**src/rtl/simhash_fingerprint_accumulator_macros.svh**
```systemverilog
// ---------------------------------------------------------------------------
// Simhash fingerprint accumulator assertion macros
// Concurrent check wrappers, empty when SYNTHESIS is defined.
// ---------------------------------------------------------------------------
`ifndef SIMHASH_FINGERPRINT_ACCUMULATOR_MACROS_SVH
`define SIMHASH_FINGERPRINT_ACCUMULATOR_MACROS_SVH
`ifndef SYNTHESIS
`define SFA_ASSERT_SAME(label, clk, rst_n, ante, cons) \
	label: assert property (@(posedge clk) disable iff (!rst_n) (ante) |-> (cons)) \
		else $error("assertion failed")
`define SFA_ASSERT_NEXT(label, clk, rst_n, ante, cons) \
	label: assert property (@(posedge clk) disable iff (!rst_n) (ante) |=> (cons)) \
		else $error("assertion failed")
`else
`define SFA_ASSERT_SAME(label, clk, rst_n, ante, cons)
`define SFA_ASSERT_NEXT(label, clk, rst_n, ante, cons)
`endif
`endif

```
**src/rtl/sfa_pkg.sv**
```systemverilog
// ---------------------------------------------------------------------------
// Simhash fingerprint accumulator package
// Shared widths, parameter defaults and the controller command type.
// ---------------------------------------------------------------------------
package sfa_pkg;

	localparam int HASH_W          = 63;
	localparam int FP_W            = 63;
	localparam int USED_BITS_DEF   = 63;
	localparam int VOTE_WIDTH_DEF  = 16;

	typedef struct packed {
		logic vote;
		logic emit;
	} sfa_cmd_t;

endpackage

```
**src/rtl/simhash_fingerprint_accumulator.sv**
```systemverilog
// ---------------------------------------------------------------------------
// Simhash fingerprint accumulator
// Votes token hash bits per document and emits the document fingerprint.
// ---------------------------------------------------------------------------
// Input: one token hash per request on hash_word, with last_of_document
// marking the final hash of a document. A request is taken at a clock edge
// with in_valid high and in_stall low.
// Output: one fingerprint request per document, on the cycle after the last
// hash is taken; it holds in the output register while out_stall is high.
// Throughput: one hash per cycle while in_stall is low; all bit counters
// update in parallel. in_stall rises only while a fingerprint waits and
// out_stall is high; otherwise the next document streams in while the last
// result is read.
// Reset: arst_n clears every vote counter and marks the output register empty.
// Counters saturate at plus or minus 2^(VOTE_WIDTH-1)-1 and clear after
// each document.
// ---------------------------------------------------------------------------
`include "simhash_fingerprint_accumulator_macros.svh"

module simhash_fingerprint_accumulator
	import sfa_pkg::*;
#(
	parameter int USED_BITS  = USED_BITS_DEF,
	parameter int VOTE_WIDTH = VOTE_WIDTH_DEF
) (
	input  logic              clk,
	input  logic              arst_n,
	input  logic              in_valid,
	output logic              in_stall,
	input  logic [HASH_W-1:0] hash_word,
	input  logic              last_of_document,
	output logic              out_valid,
	input  logic              out_stall,
	output logic [FP_W-1:0]   fingerprint
);

	sfa_cmd_t cmd;

	sfa_ctrl u_ctrl (
		.clk              (clk),
		.arst_n           (arst_n),
		.in_valid         (in_valid),
		.last_of_document (last_of_document),
		.in_stall         (in_stall),
		.out_valid        (out_valid),
		.out_stall        (out_stall),
		.cmd              (cmd)
	);

	sfa_datapath #(
		.USED_BITS  (USED_BITS),
		.VOTE_WIDTH (VOTE_WIDTH)
	) u_datapath (
		.clk         (clk),
		.arst_n      (arst_n),
		.cmd         (cmd),
		.hash_word   (hash_word),
		.fingerprint (fingerprint)
	);

	`SFA_ASSERT_NEXT(a_last_emits, clk, arst_n,
		in_valid && !in_stall && last_of_document, out_valid);
	`SFA_ASSERT_SAME(a_full_stall_blocks, clk, arst_n,
		out_valid && out_stall, in_stall);
	`SFA_ASSERT_NEXT(a_taken_drains, clk, arst_n,
		out_valid && !out_stall && !(in_valid && last_of_document), !out_valid);

endmodule

```
**src/rtl/sfa_ctrl.sv**
```systemverilog
// ---------------------------------------------------------------------------
// Simhash fingerprint accumulator controller
// Tracks the output register and issues vote and emit commands.
// ---------------------------------------------------------------------------
module sfa_ctrl
	import sfa_pkg::*;
(
	input  logic     clk,
	input  logic     arst_n,
	input  logic     in_valid,
	input  logic     last_of_document,
	output logic     in_stall,
	output logic     out_valid,
	input  logic     out_stall,
	output sfa_cmd_t cmd
);

	localparam logic ST_EMPTY = 1'b0;
	localparam logic ST_FULL  = 1'b1;

	logic state_q;
	logic state_d;
	logic accept;
	logic taken;

	assign in_stall  = (state_q == ST_FULL) && out_stall;
	assign accept    = in_valid && !in_stall;
	assign taken     = (state_q == ST_FULL) && !out_stall;
	assign out_valid = (state_q == ST_FULL);

	assign cmd.vote = accept;
	assign cmd.emit = accept && last_of_document;

	always_comb begin
		state_d = state_q;
		case (state_q)
			ST_EMPTY: begin
				if (cmd.emit) begin
					state_d = ST_FULL;
				end
			end
			ST_FULL: begin
				if (cmd.emit) begin
					state_d = ST_FULL;
				end else if (taken) begin
					state_d = ST_EMPTY;
				end
			end
			default: begin
				state_d = ST_EMPTY;
			end
		endcase
	end

	always_ff @(posedge clk or negedge arst_n) begin
		if (!arst_n) begin
			state_q <= ST_EMPTY;
		end else begin
			state_q <= state_d;
		end
	end

endmodule

```
**src/rtl/sfa_datapath.sv**
```systemverilog
// ---------------------------------------------------------------------------
// Simhash fingerprint accumulator datapath
// One saturating vote counter per used bit and the fingerprint register.
// ---------------------------------------------------------------------------
module sfa_datapath
	import sfa_pkg::*;
#(
	parameter int USED_BITS  = USED_BITS_DEF,
	parameter int VOTE_WIDTH = VOTE_WIDTH_DEF
) (
	input  logic              clk,
	input  logic              arst_n,
	input  sfa_cmd_t          cmd,
	input  logic [HASH_W-1:0] hash_word,
	output logic [FP_W-1:0]   fingerprint
);

	localparam logic signed [VOTE_WIDTH-1:0] VOTE_MAX = {1'b0, {(VOTE_WIDTH-1){1'b1}}};
	localparam logic signed [VOTE_WIDTH-1:0] VOTE_MIN = -VOTE_MAX;
	localparam logic signed [VOTE_WIDTH-1:0] VOTE_ONE = {{(VOTE_WIDTH-1){1'b0}}, 1'b1};

	logic [63:0]          word_ext;
	logic [USED_BITS-1:0] pos;
	logic [63:0]          fp_ext;
	logic [FP_W-1:0]      fingerprint_q;

	assign word_ext = {{(64-HASH_W){1'b0}}, hash_word};

	for (genvar i = 0; i < USED_BITS; i++) begin : g_lane
		logic signed [VOTE_WIDTH-1:0] cnt_q;
		logic signed [VOTE_WIDTH-1:0] cnt_d;

		always_comb begin
			cnt_d = cnt_q;
			if (word_ext[i]) begin
				if (cnt_q != VOTE_MAX) begin
					cnt_d = cnt_q + VOTE_ONE;
				end
			end else begin
				if (cnt_q != VOTE_MIN) begin
					cnt_d = cnt_q - VOTE_ONE;
				end
			end
		end

		assign pos[i] = !cnt_d[VOTE_WIDTH-1] && (cnt_d != '0);

		always_ff @(posedge clk or negedge arst_n) begin
			if (!arst_n) begin
				cnt_q <= '0;
			end else if (cmd.emit) begin
				cnt_q <= '0;
			end else if (cmd.vote) begin
				cnt_q <= cnt_d;
			end
		end
	end

	assign fp_ext = 64'(pos);

	always_ff @(posedge clk) begin
		if (cmd.emit) begin
			fingerprint_q <= fp_ext[FP_W-1:0];
		end
	end

	assign fingerprint = fingerprint_q;

endmodule

```
**config.mk**
```make
export PLATFORM = sky130hd
export DESIGN_NAME = simhash_fingerprint_accumulator
export DESIGN_NICKNAME = d
export VERILOG_FILES = /design/src/rtl/sfa_pkg.sv /design/src/rtl/simhash_fingerprint_accumulator.sv /design/src/rtl/sfa_ctrl.sv /design/src/rtl/sfa_datapath.sv
export VERILOG_INCLUDE_DIRS = /design/src /design/src/rtl
export SDC_FILE = /design/constraint.sdc
export NUM_CORES = 2
export LEC_CHECK = 0
export BUFFER_PORTS_ARGS = -buffer_cell sky130_fd_sc_hd__buf_2
export CAP_MARGIN = 20
export CORE_MARGIN = 4
export CORE_UTILIZATION = 63
export DETAILED_ROUTE_END_ITERATION = 7
export GPL_ROUTABILITY_DRIVEN = 0
export PLACE_DENSITY = 0.83
export SYNTH_ARGS = -nofsm -noshare
export SYNTH_HDL_FRONTEND = slang
export SYNTH_SLANG_ARGS = --single-unit
```
**constraint.sdc**
```tcl
create_clock -name clk -period 5.5 [get_ports clk]
set_input_delay 0.55 -clock clk [delete_from_list [all_inputs] [get_ports clk]]
set_output_delay 0.55 -clock clk [all_outputs]
set_load 0.05 [all_outputs]
```
==> run summary <==
Crit path DAT: 4320 ps
Worst-skew pair later-pin latency: 760 ps
Status: finished clean
Fin. max-slew vios: 0
Initial DRC count: 9621
Library cells used by synthesis: 100
Die height: 383 um
Via count: 88700
Crit Path Class: reg2reg
Area Growth Syn to Fin: 5.04%
Post-synth EDFFs: 63
Largest net degree at the start of global routing: 196
Period utilisation layout: 0.696
Clock sinks: 1072
DR vias/cell: 6.92
Dpl hpwl: 155000 um
CTS Buf Count: 130
Avg Cell Area, Syn: 7.71 um2
CTS Root Cell: clkbuf_16
Hold path cells: 3
Initial antenna violation count: 21
Routed Antenna Nets: 0
Hold Crit Class: in2reg
IO Pins: 133
Netlist Area Pre-Place: 88700 um2
Final Skew: 26.6 ps
WP data required: 5990 ps
RR Endpoint: u_datapath.fingerprint[53]$_DFFE_PP_
Number of synthesized register bits: 1072
Area share of the largest cell type after synthesis: 0.285
Worst-case reg-to-reg path depth: 8
Pleak: 36.4 nW
Number of global-route vias before repair: 80600
F_max: 261 MHz
Full die area: 147000 um2
Synth warn: 0
# H-tree levels: 4
Area leader, netlist: dfrtp_1
Routed WL per cell: 18.3 um
Max_slew headroom: 0.244
Post-Route WL: 235000 um
CTS tree: done
Initial cell density of the core: 0.635
Critical Path End Type: flip-flop
Min Tclk post-route: 3830 ps
Most used DFF post-synth: dfrtp_1
Post-synth ARST share: 0.941
Number of fill cells: 11200
Post-CTS sizing: 0
Register clock-pin slew on the reported worst setup and hold paths: 60 ps
Die Wd: 383 um
Commonest non-fill, non-tap cell in the layout: nand2_1
Unrepaired setup endpoints after global routing: false
Total Routing Usage GR: 0.308
Synth Instances: 11500
Final std cells w/o fill: 12800
TNS Setup: 0 ps
Pwr dens: 453 nW/um2
R2r startpoint: u_datapath.g_lane[53].cnt_q[4]$_DFFE_PN0P_
Most frequent cells in the layout: nand2_1, dfrtp_1, nor2_1
Crit-path max FO: 9
Clk buf depth: 3
Worst-Margin Slew: 1110 ps
Hold_sp: out_stall
WHS Endpoint: u_ctrl.out_valid$_DFF_PN0_
Fin. Hold Viols: 0
# DRC: 0
Worst VDD drop: 0.284 mV
Fraction of layout cells with a size suffix above 1: 0.0469
First-pass GRT wire length: 395000 um
Port-buffer cells: 132
Startpoint types: flip-flop
Endpoints failing setup: 0
Pre-antenna DRT Iters: 7
Synthesized net count: 11800
Max_cap viols: 0
Final global-route overflow total: 0
Final layout net count: 11100
Synth top area cells: dfrtp_1, nand2_1, o21ai_0
Reg2reg setup slack: 1670 ps
Sequential cell area fraction in the yosys report: 0.306
FP Rows: 137
Cells after DPL: 12600
Core ar.: 140000 um2
## sequential cells by signal, summed over array words and instances, names as in the netlist
name and cells:
u_ctrl.out_valid 1, u_datapath.g_lane.cnt_q 1008, u_datapath.fingerprint 63
## repair_timing
action                                 4_1_cts  5_1_grt
endpoints found under the hold margin       57        0
buffers inserted                             0        0
hold buffers                                 1        0
## per-stage QoR
| step | setup slack, ps | power, mW | cell area, um2 | hold slack [ps] | util |
|---|---|---|---|---|---|
| detailed placement | 1880 | 32.6 | 88600 | 556 | 0.634 |
| global route | 1660 | 45.3 | 93100 | 209 | 0.667 |
| finish | 1670 | 42.2 | 93200 | 219 | 0.667 |
| global placement | 2110 | 31.8 | 88600 | 536 | 0.634 |
| floorplan | 936 | 28.9 | 88700 | 254 | - |
| CTS | 1800 | 41.9 | 93100 | 164 | 0.666 |
## cells in the mapped netlist (233+ instances only)
cell type  count
a21oi_1      563
a22o_1       402
a31oi_1      233
and3_1       238
clkbuf_1     946
dfrtp_1     1009
inv_1        303
nand2_1     1130
nand3_1      501
nand4_1      319
nor2_1       820
nor3_1       694
nor4_1       304
o21ai_0      793
o22ai_1      236
xnor2_1      377
xor2_1       253
## layer usage
layer	global-route usage	up-vias	part of all wire
met5	0	-	0.00021
li1	-	41700	-
met4	0.103	8	0.029
met1	0.424	41900	0.43
met2	0.499	4360	0.46
met3	0.0437	726	0.078
## logic make-up (layout without fill, tap and decap cells)
logic type	Yosys count	after routing	share of synthesized area
adder cells (fa/ha/maj)	189	189	0.0267
multiplexers	162	162	0.0185
flip-flops	1072	1072	0.306
XOR/XNOR	630	630	0.0622
AO/OA/AOI/OAI	3137	3137	0.234
buffers and inverters	1301	725	0.0557
AND/OR/NAND/NOR	5009	5009	0.297
other	0	18	0
## how the worst max path moves through the flow
stage | depth (start not counted) | to | slack, ps | startpoint
final | 8 | u_datapath.fingerprint[53]$_DFFE_PP_ | 1670 | u_datapath.g_lane[53].cnt_q[4]$_DFFE_PN0P_
after global routing | 8 | u_datapath.fingerprint[53]$_DFFE_PP_ | 1660 | u_datapath.g_lane[53].cnt_q[6]$_DFFE_PN0P_
after CTS | 8 | u_datapath.fingerprint[53]$_DFFE_PP_ | 1800 | u_datapath.g_lane[53].cnt_q[4]$_DFFE_PN0P_
after detailed placement | 8 | u_datapath.fingerprint[53]$_DFFE_PP_ | 1880 | u_datapath.g_lane[53].cnt_q[6]$_DFFE_PN0P_
after global placement | 8 | u_datapath.fingerprint[53]$_DFFE_PP_ | 2110 | u_datapath.g_lane[53].cnt_q[6]$_DFFE_PN0P_
after floorplan | 6 | u_datapath.fingerprint[0]$_DFFE_PP_ | 940 | u_ctrl.out_valid$_DFF_PN0_
## where the power goes
group | internal, mW | switching [mW]
Combinational | 7.71 | 10.1
Sequential | 10.3 | 5.14
Clock | 5.53 | 3.51
Total | 23.5 | 18.7
## critical path, stage by stage, from the launching register on
cell and delay (ps):
dfrtp_1 480, nand3_1 200, or2_1 330, o41ai_1 900, o22ai_1 300, xor2_1 240, or4_1 530, nor4_1 440
a31oi_1 130
## final cells by class
class / count / area, um2 / share of cell area
clock buffer: 185 / 3810 / 0.0409
multi-input combinational: 9127 / 56600 / 0.608
clock inverter: 48 / 664 / 0.00713
tap: 1876 / 2350 / 0.0252
sequential: 1072 / 27100 / 0.291
inverter: 307 / 1150 / 0.0124
antenna: 18 / 45.0 / 0.000484
timing repair buffer: 185 / 1360 / 0.0146
No activity file was read; power rests on OpenSTA's default activity.
